$ cat src/hw/rtl/assert_macros.svh
// Assertion macros used by the RTL of the frame receiver.
// Needs a clock named clk and an active-high reset named rst in scope.
`ifndef ASSERT_MACROS_SVH
`define ASSERT_MACROS_SVH

// Implication checked on every rising clk edge, off while rst is high.
`define ASSERT_CLK(label, prop, msg) \
  label: assert property (@(posedge clk) disable iff (rst) (prop)) else $error(msg);

// Same check, but also evaluated while reset is asserted.
`define ASSERT_ALWAYS(label, prop, msg) \
  label: assert property (@(posedge clk) (prop)) else $error(msg);

`endif

$ cat src/hw/rtl/ubx_fr_pkg.sv
// Types and constants for the binary navigation frame receiver.
// No dependencies; used by ubx_frame_receiver_core.
package ubx_fr_pkg;

  localparam logic [7:0]  SYNC_FIRST    = 8'hB5;
  localparam logic [7:0]  SYNC_SECOND   = 8'h62;
  localparam logic [7:0]  CLASS_RESET   = 8'h01;
  localparam logic [15:0] MAX_PAYLOAD   = 16'd128;
  localparam logic [15:0] BUFFER_BYTES  = 16'd128;

  typedef enum logic [8:0] {
    ST_SYNC1   = 9'b000000001,
    ST_SYNC2   = 9'b000000010,
    ST_CLASS   = 9'b000000100,
    ST_ID      = 9'b000001000,
    ST_LEN_LO  = 9'b000010000,
    ST_LEN_HI  = 9'b000100000,
    ST_PAYLOAD = 9'b001000000,
    ST_CK_A    = 9'b010000000,
    ST_CK_B    = 9'b100000000
  } parse_state_t;

endpackage

$ cat src/hw/rtl/ubx_frame_receiver_core.sv
// A result is registered and ready in the cycle after its byte is accepted.
// Throughput: one byte per cycle; the single output register takes a new
// result whenever it is empty or its result is taken in the same cycle.
// Reset (rst, synchronous, active high): parser waits for the first sync
// byte, checksums, counters and frame fields clear, accepted_class is 1.
`include "assert_macros.svh"

module ubx_frame_receiver_core (
  input  logic        clk,
  input  logic        rst,
  input  logic        cfg_wr_en,
  input  logic [7:0]  cfg_wr_data,
  input  logic        in_valid,
  output logic        in_ready,
  input  logic [7:0]  rx_byte,
  output logic        out_valid,
  input  logic        out_ready,
  output logic        store_valid,
  output logic [6:0]  store_index,
  output logic [7:0]  store_data,
  output logic        frame_end,
  output logic        frame_accepted,
  output logic [7:0]  frame_class,
  output logic [7:0]  frame_id,
  output logic [15:0] frame_length,
  output logic [15:0] good_packets,
  output logic [15:0] checksum_errors
);

  ubx_fr_pkg::parse_state_t state, state_next;
  logic [7:0]  accepted_class;
  logic [7:0]  sum_a, sum_a_next;
  logic [7:0]  sum_b, sum_b_next;
  logic        skip_frame, skip_frame_next;
  logic [7:0]  class_reg, class_reg_next;
  logic [7:0]  id_reg, id_reg_next;
  logic [15:0] length_reg, length_reg_next;
  logic [15:0] byte_counter, byte_counter_next;
  logic [15:0] error_count, error_count_next;
  logic [15:0] packet_count, packet_count_next;
  logic        st_valid, st_end, st_acc;
  logic [6:0]  st_index;
  logic [7:0]  st_data;
  logic [7:0]  add_a;
  logic        accept;

  // State only moves on an accepted item, and an item is accepted only when
  // the previous result leaves, so the frame fields can come straight off state.
  assign in_ready = !out_valid || out_ready;
  assign accept   = in_valid && in_ready;
  assign add_a    = sum_a + rx_byte;

  always_comb begin
    state_next        = state;
    sum_a_next        = sum_a;
    sum_b_next        = sum_b;
    skip_frame_next   = skip_frame;
    class_reg_next    = class_reg;
    id_reg_next       = id_reg;
    length_reg_next   = length_reg;
    byte_counter_next = byte_counter;
    error_count_next  = error_count;
    packet_count_next = packet_count;
    st_valid          = 1'b0;
    st_index          = '0;
    st_data           = '0;
    st_end            = 1'b0;
    st_acc            = 1'b0;
    unique case (state)
      ubx_fr_pkg::ST_SYNC1: begin
        if (rx_byte == ubx_fr_pkg::SYNC_FIRST) begin
          skip_frame_next = 1'b0;
          state_next      = ubx_fr_pkg::ST_SYNC2;
        end
      end
      ubx_fr_pkg::ST_SYNC2: begin
        // a failed second sync is not retried as a first sync
        state_next = (rx_byte == ubx_fr_pkg::SYNC_SECOND) ? ubx_fr_pkg::ST_CLASS
                                                          : ubx_fr_pkg::ST_SYNC1;
      end
      ubx_fr_pkg::ST_CLASS: begin
        state_next     = ubx_fr_pkg::ST_ID;
        class_reg_next = rx_byte;
        sum_a_next     = rx_byte;
        sum_b_next     = rx_byte;
        if (rx_byte != accepted_class) skip_frame_next = 1'b1;
      end
      ubx_fr_pkg::ST_ID: begin
        state_next  = ubx_fr_pkg::ST_LEN_LO;
        sum_a_next  = add_a;
        sum_b_next  = sum_b + add_a;
        id_reg_next = rx_byte;
      end
      ubx_fr_pkg::ST_LEN_LO: begin
        state_next      = ubx_fr_pkg::ST_LEN_HI;
        sum_a_next      = add_a;
        sum_b_next      = sum_b + add_a;
        length_reg_next = {8'h00, rx_byte};
      end
      ubx_fr_pkg::ST_LEN_HI: begin
        sum_a_next        = add_a;
        sum_b_next        = sum_b + add_a;
        length_reg_next   = {rx_byte, length_reg[7:0]};
        byte_counter_next = '0;
        if (length_reg_next > ubx_fr_pkg::MAX_PAYLOAD) skip_frame_next = 1'b1;
        // zero length goes straight to the checksum
        state_next = (length_reg_next == 16'd0) ? ubx_fr_pkg::ST_CK_A
                                                : ubx_fr_pkg::ST_PAYLOAD;
      end
      ubx_fr_pkg::ST_PAYLOAD: begin
        sum_a_next = add_a;
        sum_b_next = sum_b + add_a;
        if (byte_counter < ubx_fr_pkg::BUFFER_BYTES) begin
          st_valid = 1'b1;
          st_index = byte_counter[6:0];
          st_data  = rx_byte;
        end
        byte_counter_next = byte_counter + 16'd1;
        if (byte_counter_next >= length_reg) state_next = ubx_fr_pkg::ST_CK_A;
      end
      ubx_fr_pkg::ST_CK_A: begin
        state_next = ubx_fr_pkg::ST_CK_B;
        if (sum_a != rx_byte) begin
          skip_frame_next  = 1'b1;
          error_count_next = error_count + 16'd1;
        end
      end
      ubx_fr_pkg::ST_CK_B: begin
        state_next = ubx_fr_pkg::ST_SYNC1;
        st_end     = 1'b1;
        if (sum_b != rx_byte) begin
          error_count_next = error_count + 16'd1;
        end else begin
          packet_count_next = packet_count + 16'd1;
          st_acc            = !skip_frame;
        end
      end
      default: begin
        state_next = ubx_fr_pkg::ST_SYNC1;
      end
    endcase
  end

  always_ff @(posedge clk) begin
    if (rst) begin
      accepted_class <= ubx_fr_pkg::CLASS_RESET;
    end else if (cfg_wr_en) begin
      accepted_class <= cfg_wr_data;
    end
  end

  always_ff @(posedge clk) begin
    if (rst) begin
      state        <= ubx_fr_pkg::ST_SYNC1;
      sum_a        <= '0;
      sum_b        <= '0;
      skip_frame   <= 1'b0;
      class_reg    <= '0;
      id_reg       <= '0;
      length_reg   <= '0;
      byte_counter <= '0;
      error_count  <= '0;
      packet_count <= '0;
    end else if (accept) begin
      state        <= state_next;
      sum_a        <= sum_a_next;
      sum_b        <= sum_b_next;
      skip_frame   <= skip_frame_next;
      class_reg    <= class_reg_next;
      id_reg       <= id_reg_next;
      length_reg   <= length_reg_next;
      byte_counter <= byte_counter_next;
      error_count  <= error_count_next;
      packet_count <= packet_count_next;
    end
  end

  always_ff @(posedge clk) begin
    if (rst) begin
      out_valid      <= 1'b0;
      store_valid    <= 1'b0;
      frame_end      <= 1'b0;
      frame_accepted <= 1'b0;
    end else if (accept) begin
      out_valid      <= 1'b1;
      store_valid    <= st_valid;
      frame_end      <= st_end;
      frame_accepted <= st_acc;
    end else if (out_ready) begin
      out_valid <= 1'b0;
    end
  end

  // payload fields of the result need no reset
  always_ff @(posedge clk) begin
    if (accept) begin
      store_index <= st_index;
      store_data  <= st_data;
    end
  end

  assign frame_class     = class_reg;
  assign frame_id        = id_reg;
  assign frame_length    = length_reg;
  assign good_packets    = packet_count;
  assign checksum_errors = error_count;

  `ASSERT_CLK(a_store_not_end, out_valid |-> !(store_valid && frame_end),
              "payload store and frame end in the same item")
  `ASSERT_CLK(a_acc_needs_end, out_valid && frame_accepted |-> frame_end,
              "frame accepted without frame end")
  `ASSERT_CLK(a_pkt_at_end, !$stable(packet_count) |-> out_valid && frame_end,
              "packet count moved outside a frame end")
  `ASSERT_CLK(a_err_step, !$stable(error_count) |-> error_count == $past(error_count) + 16'd1,
              "error count moved by more than one")
  `ASSERT_ALWAYS(a_reset_empty, rst |=> !out_valid,
                 "result present right after reset")

endmodule
$ cat config.mk
export PLATFORM = sky130hd
export DESIGN_NAME = ubx_frame_receiver_core
export DESIGN_NICKNAME = d
export VERILOG_FILES = /design/src/hw/rtl/ubx_fr_pkg.sv /design/src/hw/rtl/ubx_frame_receiver_core.sv
export VERILOG_INCLUDE_DIRS = /design/src /design/src/hw/rtl
export SDC_FILE = /design/constraint.sdc
export NUM_CORES = 1
export LEC_CHECK = 0
export BUFFER_PORTS_ARGS = -buffer_cell sky130_fd_sc_hd__buf_2
export CAP_MARGIN = 30
export CORE_UTILIZATION = 47
export CTS_BUF_LIST = sky130_fd_sc_hd__clkbuf_2 sky130_fd_sc_hd__clkbuf_4 sky130_fd_sc_hd__clkbuf_8
export DETAILED_ROUTE_END_ITERATION = 12
export PLACE_DENSITY = 0.68
export SETUP_SLACK_MARGIN = 0.2
export SLEW_MARGIN = 10
export SYNTH_ARGS = -nofsm -noshare
export SYNTH_HDL_FRONTEND = slang
export SYNTH_SLANG_ARGS = --single-unit
$ cat constraint.sdc
create_clock -name clk -period 3.95 [get_ports clk]
set_input_delay 0.5925 -clock clk [delete_from_list [all_inputs] [get_ports clk]]
set_output_delay 0.5925 -clock clk [all_outputs]
set_load 0.05 [all_outputs]
Word-level counts from Yosys, hierarchy flattened
Cells that the tools add are included.
{"block": "totals", "ff_bits": 133, "inputBits": 21, "wordCells": 95}
{"block": "op_classes", "addsub": 5, "n_lt_le_gt_ge": 3, "eq_ne": 20, "mux": 24, "bitwise_logic": 2, "n_reduce_logical": 23}
{"operator": "16-bit case mux with 2 select lines", "n": 3}
{"operator": "9-bit case mux with 8 select lines", "n": 1}
{"operator": "16-bit by 1-bit adder with 16-bit output, second input constant", "n": 3}
{"operator": "16-bit two-way mux", "n": 2}
{"operator": "8-bit case mux with 2 select lines", "n": 2}
{"operator": "8-bit != test", "n": 3}
{"operator": "9-bit two-way mux", "n": 2}
{"operator": "8-bit adder", "n": 2}
{"operator": "16-bit >= comparator", "n": 1}
{"operator": "16-bit by 8-bit greater-than comparator with 1-bit output, second input constant", "n": 1}
{"operator": "16-bit logical NOT", "n": 1}
{"operator": "16-bit by 8-bit less-than comparator with 1-bit output, second input constant", "n": 1}
{"operator": "2-bit != test, second input constant", "n": 6}
{"operator": "2-bit AND reduction", "n": 6}
{"operator": "1-bit two-way mux", "n": 11}
{"operator": "2-bit nonzero test", "n": 5}
{"operator": "9-bit by 1-bit equality test with 1-bit output, second input constant", "n": 1}
{"operator": "9-bit by 2-bit equality test with 1-bit output, second input constant", "n": 1}
{"operator": "9-bit by 3-bit equality test with 1-bit output, second input constant", "n": 1}
{"operator": "9-bit by 4-bit equality test with 1-bit output, second input constant", "n": 1}
{"operator": "9-bit by 5-bit equality test with 1-bit output, second input constant", "n": 1}
{"operator": "9-bit by 6-bit equality test with 1-bit output, second input constant", "n": 1}
{"operator": "9-bit by 7-bit equality test with 1-bit output, second input constant", "n": 1}
{"operator": "9-bit by 8-bit equality test with 1-bit output, second input constant", "n": 1}
{"operator": "15 further kinds", "n": 19}

Logic depth before layout (Yosys ltp)
{"block": "logic_depth", "word_depth": 4, "depth_mapped": 15}

Worst setup path after synthesis
Ideal clock, no wire load.
{"block": "synth_timing", "path_kind": "register -> register", "from": "register out_valid", "to": "register byte_counter[12]", "setup_time_ps": 128, "t_arrival_ps": 2988, "required_time_ps": 3822, "slack_ps": 834, "stages_incl_launch_ff": 9, "path_buffers": 1, "path_cell_list": "dfxtp_1 nand2b_1 nand2_1 clkinv_1 nand3_1 clkbuf_1 o21ai_0 a21oi_1 nor2_1"}
{"block": "synth_via", "elab_chain_cells": 4}
{"item": "from (decl)", "line_no": "ubx_frame_receiver_core.sv:16", "source": "output logic out_valid,"}
{"item": "from (signal assigned)", "line_no": "ubx_frame_receiver_core.sv:180", "source": "out_valid <= 1'b0;"}
{"item": "from (signal assigned)", "line_no": "ubx_frame_receiver_core.sv:185", "source": "out_valid <= 1'b1;"}
{"item": "from (signal assigned)", "line_no": "ubx_frame_receiver_core.sv:190", "source": "out_valid <= 1'b0;"}
{"item": "1-bit logical NOT", "line_no": "ubx_frame_receiver_core.sv:49", "source": "assign in_ready = !out_valid || out_ready;"}
{"item": "1-bit logical OR", "line_no": "ubx_frame_receiver_core.sv:49"}
{"item": "net in_ready", "line_no": "ubx_frame_receiver_core.sv:14", "source": "output logic in_ready,"}
{"item": "1-bit logical AND", "line_no": "ubx_frame_receiver_core.sv:50", "source": "assign accept = in_valid && in_ready;"}
{"item": "net accept", "line_no": "ubx_frame_receiver_core.sv:45", "source": "logic accept;"}
{"item": "2-bit AND reduction (no line)"}
{"item": "to (signal assigned)", "line_no": "ubx_frame_receiver_core.sv:172", "source": "byte_counter <= byte_counter_next;"}
{"item": "to (decl)", "line_no": "ubx_frame_receiver_core.sv:38", "source": "logic [15:0] byte_counter, byte_counter_next;"}
The timed path passes the listed nets, and every way through them passes these cells.
A chain may end at the register's enable or synchronous reset.

Final worst setup path
{"block": "layout_timing", "from": "register byte_counter[2]", "to": "register state[5]"}
{"block": "layout_via", "elab_chain_cells": 4}
{"item": "16-bit by 1-bit adder with 16-bit output", "line_no": "ubx_frame_receiver_core.sv:118", "source": "byte_counter_next = byte_counter + 16'd1;"}
{"item": "16-bit >= comparator", "line_no": "ubx_frame_receiver_core.sv:119", "source": "if (byte_counter_next >= length_reg) state_next = ubx_fr_pkg::ST_CK_A;"}
{"item": "2-bit != test (no line)"}
{"item": "3-bit AND reduction (no line)"}
{"item": "to (signal assigned)", "line_no": "ubx_frame_receiver_core.sv:154", "source": "state <= ubx_fr_pkg::ST_SYNC1;"}
{"item": "to (signal assigned)", "line_no": "ubx_frame_receiver_core.sv:165", "source": "state <= state_next;"}
{"item": "to (decl)", "line_no": "ubx_frame_receiver_core.sv:30", "source": "ubx_fr_pkg::parse_state_t state, state_next;"}
No other way between the ends.

==> out/metrics.csv <==
stage,metric,value,unit
outcome,status,"finished, violations left",
outcome,violations,design-rule violations,
die,pin_count,105,
worst_hold_path,worstHoldStart,cfg_wr_data[0],
critical_path,critPathArrivalTime,3710,ps
clock_network,root_buffer,clkbuf_8,
synthesis,synth_area,0.007153,mm²
power,power.leakage,3.482,nW
final_layout,layout-drive-gt1-share,17.65,%
critical_path,path_buf_inv,0,
worst_hold_path,hold_depth,2,
route,vias,6119,
final_layout,area_growth,14.83,%
power,pwr_density_cell,372.8,mW/mm²
timing,grt_setup_unrepaired,false,
synthesis,postSynthCellCount,810,
critical_path,end_kind,flip-flop,
critical_path,cpLargestDelayFamily,simple AND/OR/NAND/NOR gates,
critical_path,reg2reg_depth,13,
place,globalplace.congestion,0.8604,
critical_path,cp_max_fo,7,
place,hpwl,12150,µm
critical_path,r2r-end,state[5],
route,wl,17630,µm
final_layout,diodes,0,
synthesis,seq_area_frac_synth,39.32,%
clock_network,cts.path.max_buffers,2,
route,drt_iter0_markers,424,
route,drc,9,
critical_path,critical_path.cell_chain,and3_1 > and4_1 > nand2_1 > nor2_1 > nand3_1 > xnor2_1 > ha_1 > nand4_1 > a211oi_1 > o41ai_1 > o21a_1 > or4_1 > a21oi_1,
global_route,grt-ovfl-total,0,
die,rows,44,
die,core_area,0.01470,mm²
die,initial_core_util,48.66,%
timing,period_share,84.48,%
clock_network,cts_tree,yes,
clock_network,post_cts.repair.setup_buffers,0,
critical_path,cp_slowest_stage_delay,410,ps
clock_network,numClockSinks,133,
timing,finalHoldViolCount,0,
place,place_worst_setup_slack,618.9,ps
clock_network,hold_buffers,0,
route,dr.pass1.iters,9,
timing,skew,9.250,ps
timing,setup_viol,0,
clock_network,clock_latency,450,ps
synthesis,synth_fp_nets,866,
die,die_x,125.4,µm
power,ir_worst_vdd,0.2352,mV
route,wl_per_cell,16.09,µm
global_route,antenna_found_initial,1,
worst_hold_path,hold_class,in -> reg,
synthesis,yosys_warnings,0,
timing,drv_slew,0,
global_route,grt_start_max_net_pins,79,
critical_path,cp.required,4320,ps
timing,setup-tns-final,0,ps
critical_path,slowest_stage,dfxtp_1,
timing,worst_pin_slew,918.1,ps
critical_path,critPathLaunchType,flip-flop,
run,maxCapViolations,0,
clock_network,clk_pin_slew,80,ps
critical_path,r2r_start,byte_counter[2],
route,via_per_inst,5.583,
timing,fmax,0.2997,GHz
global_route,grt_pass1_vias,5695,
place,portBuffers,104,
synthesis,syn_area_per_cell,8.831,µm²
synthesis,ys.flop_type,dfxtp_1,
worst_hold_path,hold_end,accepted_class[0],
die,die_area,0.01572,mm²
synthesis,synth_cell_types,66,
global_route,grt_pass1_wl,28820,µm
timing,slew_headroom,38.57,%
critical_path,rrSetupSlack,610,ps
clock_network,numCtsBuffers,17,
route,drtAntennaViolNets,0,
synthesis,synth_edf_count,15,
timing,min_period,3337,ps
synthesis,synth-seq-cells,133,
global_route,grt_use_total,23.28,%
final_layout,nets,955,
critical_path,worstSetupPathType,reg -> reg,
timing,fin_ws,613.2,ps
synthesis,ys_async_sr_fraction,0,%
clock_network,htree_levels,4,
clock_network,cts.repair.resized,0,
die,die_h,125.4,µm
==> placed cells by master (no fill, tap or decap), types with 14 or more instances in the layout <==
cell type / count
nor2_1: 122
dfxtp_1: 118
buf_2: 103
a21oi_1: 43
xor2_1: 42
nand2_1: 38
mux2i_1: 37
o21ai_0: 36
ha_1: 33
inv_1: 29
nand3_1: 29
xnor2_1: 26
clkbuf_8: 18
or3_1: 16
nor3_1: 15
and2_1: 15
edfxtp_1: 15
nand4_1: 14
==> layout make-up <==
| type | count | area (µm²) |
|---|---|---|
| clock buffers | 20 | 262.8 |
| clock inverters | 12 | 177.7 |
| fillers | 1348 | 6485 |
| inverters | 30 | 112.6 |
| multi-input cells | 605 | 4035 |
| flip-flops and latches | 133 | 2813 |
| well taps | 184 | 230.2 |
| repair buffers | 112 | 583.1 |
==> cells in the mapped netlist (16+ instances only) <==
| master | number | area [µm²] |
|---|---|---|
| a21oi_1 | 43 | 215.2 |
| clkbuf_1 | 24 | 90.09 |
| dfxtp_1 | 118 | 2362 |
| ha_1 | 33 | 412.9 |
| inv_1 | 29 | 108.9 |
| mux2i_1 | 37 | 370.4 |
| nand2_1 | 38 | 142.6 |
| nand3_1 | 29 | 145.1 |
| nor2_1 | 122 | 457.9 |
| o21ai_0 | 36 | 180.2 |
| or3_1 | 16 | 100.1 |
| xnor2_1 | 26 | 227.7 |
| xor2_1 | 42 | 367.9 |
==> through the flow <==
| stage | power, mW | cell area (µm²) | cells | hold slack (ps) | utilization [%] |
|---|---|---|---|---|---|
| 4_1_cts | 3.084 | 8214 | 1096 | 328.7 | 55.88 |
| 2_1_floorplan | 1.724 | 7153 | 810 | 450.4 | - |
| 6_report | 3.063 | 8214 | 1096 | 350.8 | 55.88 |
| 3_5_place_dp | 1.824 | 7774 | 1064 | 458.3 | 52.89 |
| 3_3_place_gp | 1.824 | 7774 | 1064 | 440.8 | 52.89 |
| 5_1_grt | 3.183 | 8214 | 1096 | 329.9 | 55.88 |
==> state kept, by name, indices dropped and copies added (netlist names), 8 cells and up <==
register and flops:
accepted_class 8, byte_counter 16, checksum_errors 16, frame_class 8, frame_id 8, frame_length 16
good_packets 16, state 9, store_data 8, sum_a 8, sum_b 8
==> worst register-to-register path, cell delays in order (launching register included) <==
cell	delay (ps)
dfxtp_1	410
and3_1	240
and4_1	280
nand2_1	130
nor2_1	280
nand3_1	150
xnor2_1	150
ha_1	290
nand4_1	150
a211oi_1	240
o41ai_1	130
o21a_1	250
or4_1	410
a21oi_1	140
==> worst max path at each step <==
stage / start / to / slack [ps] / depth (start not counted)
2_1_floorplan: out_valid / byte_counter[12] / 830 / 8
3_3_place_gp: rx_byte[1] / sum_b[7] / 750 / 15
3_5_place_dp: rx_byte[1] / sum_b[7] / 620 / 15
4_1_cts: byte_counter[2] / state[2] / 610 / 13
5_1_grt: byte_counter[2] / state[5] / 260 / 13
6_report: byte_counter[2] / state[5] / 610 / 13
==> cell families (layout without fill, tap and decap cells) <==
kind of cell | Yosys count | count (layout) | share of synthesized area (%)
simple gates | 322 | 322 | 23.67
compound gates | 143 | 143 | 12.91
flops | 133 | 133 | 39.32
buf+inv | 72 | 174 | 4.268
xor+xnor | 68 | 68 | 8.326
mux | 37 | 37 | 5.178
fa+ha+maj | 35 | 35 | 6.332
==> power by group <==
part | total, mW | internal, mW | switching [mW]
sequential | 1.43 | 1.39 | 0.0380
combinational | 0.368 | 0.120 | 0.249
clock | 1.27 | 0.719 | 0.548
==> metal layers <==
layer | vias to the layer above | GRT usage [%] | routed length (µm)
met5 | - | 0 | 13
met4 | 2 | 8.106 | 295
met3 | 30 | 7.231 | 1364
met2 | 190 | 35.16 | 7686
met1 | 2845 | 31.37 | 8273
li1 | 3052 | - | -
Note: power is estimated with default switching activity, not from simulation.
